<file path="config.mk">
export PLATFORM = sky130hd
export DESIGN_NAME = button_click_hold_detector
export DESIGN_NICKNAME = d
export VERILOG_FILES = /design/src/rtl/bchd_pkg.sv /design/src/rtl/bchd_debounce.sv /design/src/rtl/bchd_gesture.sv /design/src/rtl/button_click_hold_detector.sv
export SDC_FILE = /design/constraint.sdc
export NUM_CORES = 1
export LEC_CHECK = 0
export ABC_CLOCK_PERIOD_IN_PS = 5400
export BUFFER_PORTS_ARGS = -buffer_cell sky130_fd_sc_hd__buf_2
export CAP_MARGIN = 25
export CORE_AREA = 5 5 110 112
export CTS_CLUSTER_SIZE = 8
export DETAILED_ROUTE_END_ITERATION = 7
export DIE_AREA = 0 0 115 117
export GPL_ROUTABILITY_DRIVEN = 0
export PLACE_DENSITY_LB_ADDON = 0.2
export SLEW_MARGIN = 20
export SYNTH_ARGS = -nofsm -noshare
export SYNTH_HDL_FRONTEND = slang
export SYNTH_SLANG_ARGS = --single-unit
</file>
<file path="constraint.sdc">
create_clock -name clk -period 5.4 [get_ports clk]
set_clock_uncertainty 0.05 [all_clocks]
set_input_delay 0.27 -clock clk [delete_from_list [all_inputs] [get_ports clk]]
set_output_delay 0.27 -clock clk [all_outputs]
set_load 0.005 [all_outputs]
</file>
<file path="src/rtl/bchd_pkg.sv">
// ----------------------------------------------------------------------------
// bchd_pkg: shared types and constants for the button click/hold detector
// Register indexes, event codes, reset values and the configuration bundle.
// ----------------------------------------------------------------------------
package bchd_pkg;

	localparam int TIMER_BITS_DEF = 16;
	localparam int CFG_W          = 16;
	localparam int CFG_IDX_W      = 2;
	localparam int EV_W           = 2;

	// register indexes
	localparam logic [CFG_IDX_W-1:0] REG_DEBOUNCE = 2'd0;
	localparam logic [CFG_IDX_W-1:0] REG_DOUBLE   = 2'd1;
	localparam logic [CFG_IDX_W-1:0] REG_HOLD     = 2'd2;
	localparam logic [CFG_IDX_W-1:0] REG_POLARITY = 2'd3;

	// reset values
	localparam logic [CFG_W-1:0] DEBOUNCE_RST = 16'd50;
	localparam logic [CFG_W-1:0] DOUBLE_RST   = 16'd300;
	localparam logic [CFG_W-1:0] HOLD_RST     = 16'd2000;

	// event codes
	localparam logic [EV_W-1:0] EV_NONE   = 2'd0;
	localparam logic [EV_W-1:0] EV_CLICK  = 2'd1;
	localparam logic [EV_W-1:0] EV_DOUBLE = 2'd2;
	localparam logic [EV_W-1:0] EV_HOLD   = 2'd3;

	typedef struct packed {
		logic [CFG_W-1:0] debounce_ticks;
		logic [CFG_W-1:0] double_click_ticks;
		logic [CFG_W-1:0] hold_ticks;
		logic             active_high;
	} cfg_t;

endpackage

</file>
<file path="src/rtl/bchd_debounce.sv">
// ----------------------------------------------------------------------------
// bchd_debounce: raw pressed bit debounce
// Counts ticks of unchanged raw bit; accepts it once count exceeds threshold.
// ----------------------------------------------------------------------------
module bchd_debounce #(
	parameter int TIMER_BITS = bchd_pkg::TIMER_BITS_DEF
) (
	input  logic                  clk,
	input  logic                  arst_n,
	input  logic                  step,
	input  logic                  pin,
	input  bchd_pkg::cfg_t        cfg,
	output logic                  level_next
);

	localparam int CMP_W = TIMER_BITS + bchd_pkg::CFG_W;

	logic                  raw;
	logic [TIMER_BITS-1:0] stable_count_q;
	logic [TIMER_BITS-1:0] count_next;
	logic                  prev_raw_q;
	logic                  level_q;

	assign raw = cfg.active_high ? pin : ~pin;

	always_comb begin
		if (raw != prev_raw_q) begin
			count_next = '0;
		end else if (stable_count_q == {TIMER_BITS{1'b1}}) begin
			count_next = stable_count_q;
		end else begin
			count_next = stable_count_q + 1'b1;
		end
		if (CMP_W'(count_next) > CMP_W'(cfg.debounce_ticks)) begin
			level_next = raw;
		end else begin
			level_next = level_q;
		end
	end

	always_ff @(posedge clk or negedge arst_n) begin
		if (!arst_n) begin
			stable_count_q <= '0;
			prev_raw_q     <= 1'b0;
			level_q        <= 1'b0;
		end else if (step) begin
			stable_count_q <= count_next;
			prev_raw_q     <= raw;
			level_q        <= level_next;
		end
	end

endmodule

</file>
<file path="src/rtl/bchd_gesture.sv">
// ----------------------------------------------------------------------------
// bchd_gesture: click / double click / hold state machine
// Tracks press and gap timers against the debounced level, one tick per step.
// ----------------------------------------------------------------------------
module bchd_gesture #(
	parameter int TIMER_BITS = bchd_pkg::TIMER_BITS_DEF
) (
	input  logic                           clk,
	input  logic                           arst_n,
	input  logic                           step,
	input  logic                           level,
	input  bchd_pkg::cfg_t                 cfg,
	output logic [bchd_pkg::EV_W-1:0]      ev
);

	localparam int CMP_W = TIMER_BITS + bchd_pkg::CFG_W;

	typedef enum logic [3:0] {
		M_IDLE    = 4'b0001,
		M_PRESSED = 4'b0010,
		M_WAIT    = 4'b0100,
		M_HOLD    = 4'b1000
	} mode_t;

	mode_t                 mode_q, mode_next;
	logic [TIMER_BITS-1:0] press_q, press_next, press_inc;
	logic [TIMER_BITS-1:0] gap_q, gap_next, gap_inc;
	logic                  hold_hit;
	logic                  gap_hit;

	assign press_inc = (press_q == {TIMER_BITS{1'b1}}) ? press_q : press_q + 1'b1;
	assign gap_inc   = (gap_q == {TIMER_BITS{1'b1}}) ? gap_q : gap_q + 1'b1;
	assign hold_hit  = CMP_W'(press_inc) >= CMP_W'(cfg.hold_ticks);
	assign gap_hit   = CMP_W'(gap_inc) >= CMP_W'(cfg.double_click_ticks);

	always_comb begin
		mode_next  = mode_q;
		press_next = press_q;
		gap_next   = gap_q;
		ev         = bchd_pkg::EV_NONE;
		case (mode_q)
			M_IDLE: begin
				if (level) begin
					mode_next  = M_PRESSED;
					press_next = '0;
				end
			end
			M_PRESSED: begin
				press_next = press_inc;
				if (!level) begin
					// release on or past the hold tick: no event
					if (hold_hit) begin
						mode_next = M_IDLE;
					end else begin
						mode_next = M_WAIT;
						gap_next  = '0;
					end
				end else if (hold_hit) begin
					mode_next = M_HOLD;
					ev        = bchd_pkg::EV_HOLD;
				end
			end
			M_WAIT: begin
				gap_next = gap_inc;
				if (level) begin
					mode_next  = M_PRESSED;
					press_next = '0;
					ev         = bchd_pkg::EV_DOUBLE;
				end else if (gap_hit) begin
					mode_next = M_IDLE;
					ev        = bchd_pkg::EV_CLICK;
				end
			end
			M_HOLD: begin
				if (!level) begin
					mode_next = M_IDLE;
				end
			end
			default: begin
				mode_next = M_IDLE;
			end
		endcase
	end

	always_ff @(posedge clk or negedge arst_n) begin
		if (!arst_n) begin
			mode_q  <= M_IDLE;
			press_q <= '0;
			gap_q   <= '0;
		end else if (step) begin
			mode_q  <= mode_next;
			press_q <= press_next;
			gap_q   <= gap_next;
		end
	end

endmodule

</file>
<file path="src/rtl/button_click_hold_detector.sv">
// ----------------------------------------------------------------------------
// button_click_hold_detector: debounced click, double click and hold events
// One input transfer per 1 ms tick carrying the raw pin level; one result
// transfer per tick carrying the event code and the debounced pressed bit.
// ----------------------------------------------------------------------------
// Usage:
//  - Input channel in_valid/in_stall/pin_level: one transfer per tick.
//  - Output channel out_valid/out_stall/event_code/pressed_now: exactly one
//    transfer per input transfer, in order (0 none, 1 click, 2 double, 3 hold).
//  - Config port cfg_we/cfg_index/cfg_data: 0 debounce, 1 double-click gap,
//    2 hold length, 3 polarity (bit 0). Write only while the block is idle.
//  - An item taken into the input register is worked through the debounce
//    and gesture logic and lands in the result register that drives
//    out_valid. Throughput: one item per cycle while the receiver does not
//    stall; the state commits as each item moves to the result register.
//  - When the receiver stalls, the result register holds; the input register
//    still takes one more item, after which in_stall is raised until the
//    result is taken.
//  - Reset clears all timers, the debounced level (not pressed), the gesture
//    state (idle) and restores the register reset values.
// ----------------------------------------------------------------------------
module button_click_hold_detector #(
	parameter int TIMER_BITS = bchd_pkg::TIMER_BITS_DEF
) (
	input  logic                              clk,
	input  logic                              arst_n,
	// input channel
	input  logic                              in_valid,
	output logic                              in_stall,
	input  logic                              pin_level,
	// output channel
	output logic                              out_valid,
	input  logic                              out_stall,
	output logic [bchd_pkg::EV_W-1:0]         event_code,
	output logic                              pressed_now,
	// configuration
	input  logic                              cfg_we,
	input  logic [bchd_pkg::CFG_IDX_W-1:0]    cfg_index,
	input  logic [bchd_pkg::CFG_W-1:0]        cfg_data
);

	bchd_pkg::cfg_t              cfg_q;

	logic                        valid_s1;
	logic                        pin_s1;
	logic                        advance;
	logic                        in_take;

	logic                        level_next;
	logic [bchd_pkg::EV_W-1:0]   ev;

	logic                        out_valid_q;
	logic [bchd_pkg::EV_W-1:0]   event_q;
	logic                        pressed_q;

	// stage 1 moves to the result register when that register is free or drains
	assign advance  = valid_s1 && (!out_valid_q || !out_stall);
	assign in_stall = valid_s1 && !advance;
	assign in_take  = in_valid && !in_stall;

	// configuration registers
	always_ff @(posedge clk or negedge arst_n) begin
		if (!arst_n) begin
			cfg_q.debounce_ticks     <= bchd_pkg::DEBOUNCE_RST;
			cfg_q.double_click_ticks <= bchd_pkg::DOUBLE_RST;
			cfg_q.hold_ticks         <= bchd_pkg::HOLD_RST;
			cfg_q.active_high        <= 1'b0;
		end else if (cfg_we) begin
			case (cfg_index)
				bchd_pkg::REG_DEBOUNCE: cfg_q.debounce_ticks     <= cfg_data;
				bchd_pkg::REG_DOUBLE:   cfg_q.double_click_ticks <= cfg_data;
				bchd_pkg::REG_HOLD:     cfg_q.hold_ticks         <= cfg_data;
				bchd_pkg::REG_POLARITY: cfg_q.active_high        <= cfg_data[0];
				default: begin
				end
			endcase
		end
	end

	// input register
	always_ff @(posedge clk or negedge arst_n) begin
		if (!arst_n) begin
			valid_s1 <= 1'b0;
		end else if (in_take) begin
			valid_s1 <= 1'b1;
		end else if (advance) begin
			valid_s1 <= 1'b0;
		end
	end

	always_ff @(posedge clk) begin
		if (in_take) begin
			pin_s1 <= pin_level;
		end
	end

	// per-tick logic; state commits when the item advances
	bchd_debounce #(
		.TIMER_BITS (TIMER_BITS)
	) u_debounce (
		.clk        (clk),
		.arst_n     (arst_n),
		.step       (advance),
		.pin        (pin_s1),
		.cfg        (cfg_q),
		.level_next (level_next)
	);

	bchd_gesture #(
		.TIMER_BITS (TIMER_BITS)
	) u_gesture (
		.clk    (clk),
		.arst_n (arst_n),
		.step   (advance),
		.level  (level_next),
		.cfg    (cfg_q),
		.ev     (ev)
	);

	// result register
	always_ff @(posedge clk or negedge arst_n) begin
		if (!arst_n) begin
			out_valid_q <= 1'b0;
		end else if (advance) begin
			out_valid_q <= 1'b1;
		end else if (!out_stall) begin
			out_valid_q <= 1'b0;
		end
	end

	always_ff @(posedge clk) begin
		if (advance) begin
			event_q   <= ev;
			pressed_q <= level_next;
		end
	end

	assign out_valid   = out_valid_q;
	assign event_code  = event_q;
	assign pressed_now = pressed_q;

endmodule

</file>
==> flow_metrics.env <==
export IMPL_syn_inst=705
export IMPL_setup_viol=0
export IMPL_worst_slew_pin_slew_ns=0.935
export IMPL_run_status="complete, no violations"
export IMPL_fin_crit_sh=0.863
export IMPL_drt_iter0_drc=424
export IMPL_max_slew_margin=0.377
export IMPL_cts_buffers=9
export IMPL_hold_ws_ns=0.0492
export IMPL_vias=5249
export IMPL_min_period_ns=4.66
export IMPL_avgSynthCellArea_sq_um=9.51
export IMPL_rsz0062_at_grt="false"
export IMPL_post_drt_wl_per_cell_um=17.8
export IMPL_peakVddDrop_uv=318
export IMPL_cts_tree="done"
export IMPL_drc=0
export IMPL_crit_path_max_incr_delay_ns=0.55
export IMPL_hold_violations=0
export IMPL_yosysWarnings=0
export IMPL_fin_cells=872
export IMPL_dr_pass1_iters=5
export IMPL_final_area_sq_um=7260
export IMPL_antenna_found_initial=0
export IMPL_timing_critical_path_cells="and4_1 -> and2_1 -> and3_1 -> inv_1 -> nor3_1 -> xor2_1 -> nor2_1 -> nor2_1 -> ha_1 -> a21oi_1 -> o21ai_1 -> or4b_1 -> o31a_1 -> o21a_4 -> clkinv_4 -> a22oi_2 -> nor3_1 -> a31oi_1"
export IMPL_cts_clk_slew_worst_paths_ns=0.07
export IMPL_die_w_um=115
export IMPL_cts_num_sinks=109
export IMPL_grt_usage=0.245
export IMPL_power_per_cell_area_nw_per_um2=321
export IMPL_final_core_util=0.653
export IMPL_crit_type="flop to flop"
export IMPL_dieArea_sq_um=13500
export IMPL_grt_max_degree=73
export IMPL_ctsHtreeMaxLevel=3
export IMPL_crit_arrival_ns=4.81
export IMPL_cp_slowest_cell="nor3_1"
export IMPL_fillerInstances=918
export IMPL_required_ns=5.55
export IMPL_die_h_um=117
export IMPL_crit_path_end_kind="flop"
export IMPL_start_util=0.602
export IMPL_drv_slew=0
export IMPL_synth_edf_count=4
export IMPL_grt_pass1_wl_um=25900
export IMPL_diodes=0
export IMPL_rows=39
export IMPL_numPortBuffers=28
export IMPL_dp_cells=855
export IMPL_overflow=0
export IMPL_leakagePower_nw=3.34
export IMPL_crit_fanout=10
export IMPL_ys_types=61
export IMPL_synth_seq_cells=109
export IMPL_drv_cap=0
export IMPL_io_pins=29
export IMPL_syn_area_sq_um=6700
export IMPL_cts_resized=0
export IMPL_grt_pass1_vias=5233
export IMPL_clk_path_buf_depth=2
export IMPL_via_per_inst=6.02
export IMPL_async_flop_share=0.963
export IMPL_setup_tns_final_ns=0
export IMPL_core_sq_um=11100
export IMPL_insertion_delay_ns=0.35
export IMPL_syn_to_final_growth_pct=8.34
export IMPL_cp_top_family="simple AND/OR/NAND/NOR gates"
export IMPL_cts_root_buf="clkbuf_16"
export IMPL_syn_nets=780
export IMPL_critPathLaunchType="flop"
export IMPL_drive_above_1_share=0.155
export IMPL_wl_um=15500
export IMPL_fmax_ghz=0.215
export IMPL_final_nets=799
export IMPL_postRouteAntennaNets=0
export IMPL_synth_flop_cell="dfrtp_1"
export IMPL_ys_seq_area_frac=0.413
export IMPL_hpwl_um=11500
export IMPL_dpl_cell_area_sq_um=6970
export IMPL_hp_class="primary input to flop"
export IMPL_path_buf_inv=2
==> through the flow <==
stage | power [W] | setup WS [ns]
after floorplan | 0.00150 | 1.17
after global placement | 0.00165 | 0.982
after detailed placement | 0.00169 | 0.814
after CTS | 0.00235 | 0.810
after global routing | 0.00248 | 0.369
final | 0.00233 | 0.742
==> layout make-up <==
| cell class | count | area (sq um) | share of cell area |
|---|---|---|---|
| inverter | 53 | 204 | 0.0281 |
| timing repair buffer | 35 | 198 | 0.0272 |
| clock buffer | 11 | 233 | 0.0320 |
| multi-input combinational | 516 | 3630 | 0.500 |
| clock inverter | 5 | 51.3 | 0.00706 |
| tap | 143 | 179 | 0.0246 |
| sequential | 109 | 2770 | 0.381 |
==> worst paths after layout <==
check | start | endpoint | slack [ns] | cells after the start
max | u_debounce.stable_count_q[2]$_DFFE_PN0P_ | u_gesture.press_q[3]$_DFFE_PN0P_ | 0.74 | 18
max in group asynchronous | arst_n | u_debounce.stable_count_q[1]$_DFFE_PN0P_ | 3.65 | 3
min in group asynchronous | arst_n | cfg_q[24]$_DFFE_PN0P_ | 0.36 | 2
min | pin_level | pin_s1$_DFFE_PP_ | 0.05 | 1
min reg2reg | valid_s1$_DFFE_PN0P_ | out_valid$_DFFE_PN0P_ | 0.45 | 1
max reg2reg | u_debounce.stable_count_q[2]$_DFFE_PN0P_ | u_gesture.press_q[3]$_DFFE_PN0P_ | 0.74 | 18
==> flip-flops by register name, summed over array words and instances, names as in the netlist <==
register and cells:
u_gesture.press_q 16, out_valid 1, pin_s1 1, cfg_q 49
u_debounce.level_q 1, valid_s1 1, u_debounce.stable_count_q 16, event_code 2
pressed_now 1, u_gesture.gap_q 16, u_debounce.prev_raw_q 1, u_gesture.mode_q 4
==> report_power, final <==
part	total, W	switching, W	leakage, nW	internal [W]
Clock	0.000656	0.000299	0.137	0.000357
Sequential	0.00104	0.0000955	1.37	0.000943
Combinational	0.000639	0.000372	1.83	0.000267
Total	0.00233	0.000767	3.34	0.00157
==> Yosys cell counts (7+ instances only) <==
master,n,area (sq um)
a21oi_1,35,175
a22o_1,18,158
a31oi_1,9,56.3
and2_1,11,68.8
and3_1,10,62.6
clkbuf_1,20,75.1
dfrtp_1,91,2280
dfstp_2,14,368
ha_1,51,638
inv_1,52,195
mux2_2,41,462
nand2_1,71,267
nand3_1,20,100
nand4_1,15,93.8
nor2_1,44,165
nor2b_1,7,43.8
nor3_1,8,40.0
o211ai_1,7,52.6
o21ai_0,54,270
o31ai_1,17,128
xnor2_1,25,219
xor2_1,13,114
==> per-layer routing <==
metal | track usage | vias up | share of wire
li1 | - | 2561 | -
met1 | 0.324 | 2523 | 0.44
met2 | 0.412 | 142 | 0.49
met3 | 0.0314 | 23 | 0.045
met4 | 0.101 | 0 | 0.025
met5 | 0 | - | 0
==> placed cells by master, fill, tap and decap left out, drive strengths merged, types with 13 or more instances in the layout <==
master,synthesis,layout
o21ai,55,55
a21oi,35,35
nand3,20,20
buf,7,34
nand4,16,16
inv,52,52
a22o,18,18
ha,51,51
o31ai,17,17
xnor2,25,25
mux2,41,41
dfstp,14,14
nor2,45,45
nand2,71,71
xor2,13,13
dfrtp,91,91
==> worst reg2reg max path: stages (launching register included) <==
cell and delay, ns:
dfrtp_1 0.49, and4_1 0.31, and2_1 0.20, and3_1 0.26, inv_1 0.06, nor3_1 0.34, xor2_1 0.13, nor2_1 0.15
nor2_1 0.07, ha_1 0.34, a21oi_1 0.18, o21ai_1 0.10, or4b_1 0.52, o31a_1 0.26, o21a_4 0.14, clkinv_4 0.09
a22oi_2 0.06, nor3_1 0.55, a31oi_1 0.19
==> cells by family after synthesis <==
group	after synthesis	share of synthesized area
muxes	43	0.0719
DFF	109	0.413
buffers and inverters	80	0.0474
xor gates and xnor gates	38	0.0497
and+or+nand+nor	214	0.159
AOI/OAI and AO/OA	170	0.165
adders and majority gates	51	0.0952
==> repair_timing <==
item | in CTS | in global routing
endpoints found under the setup margin | 0 | 0
setup buffers | 0 | 0
hold buffers | 1 | 0
hold endpoints to repair | 23 | 0
(Power assumes the default switching activity.)
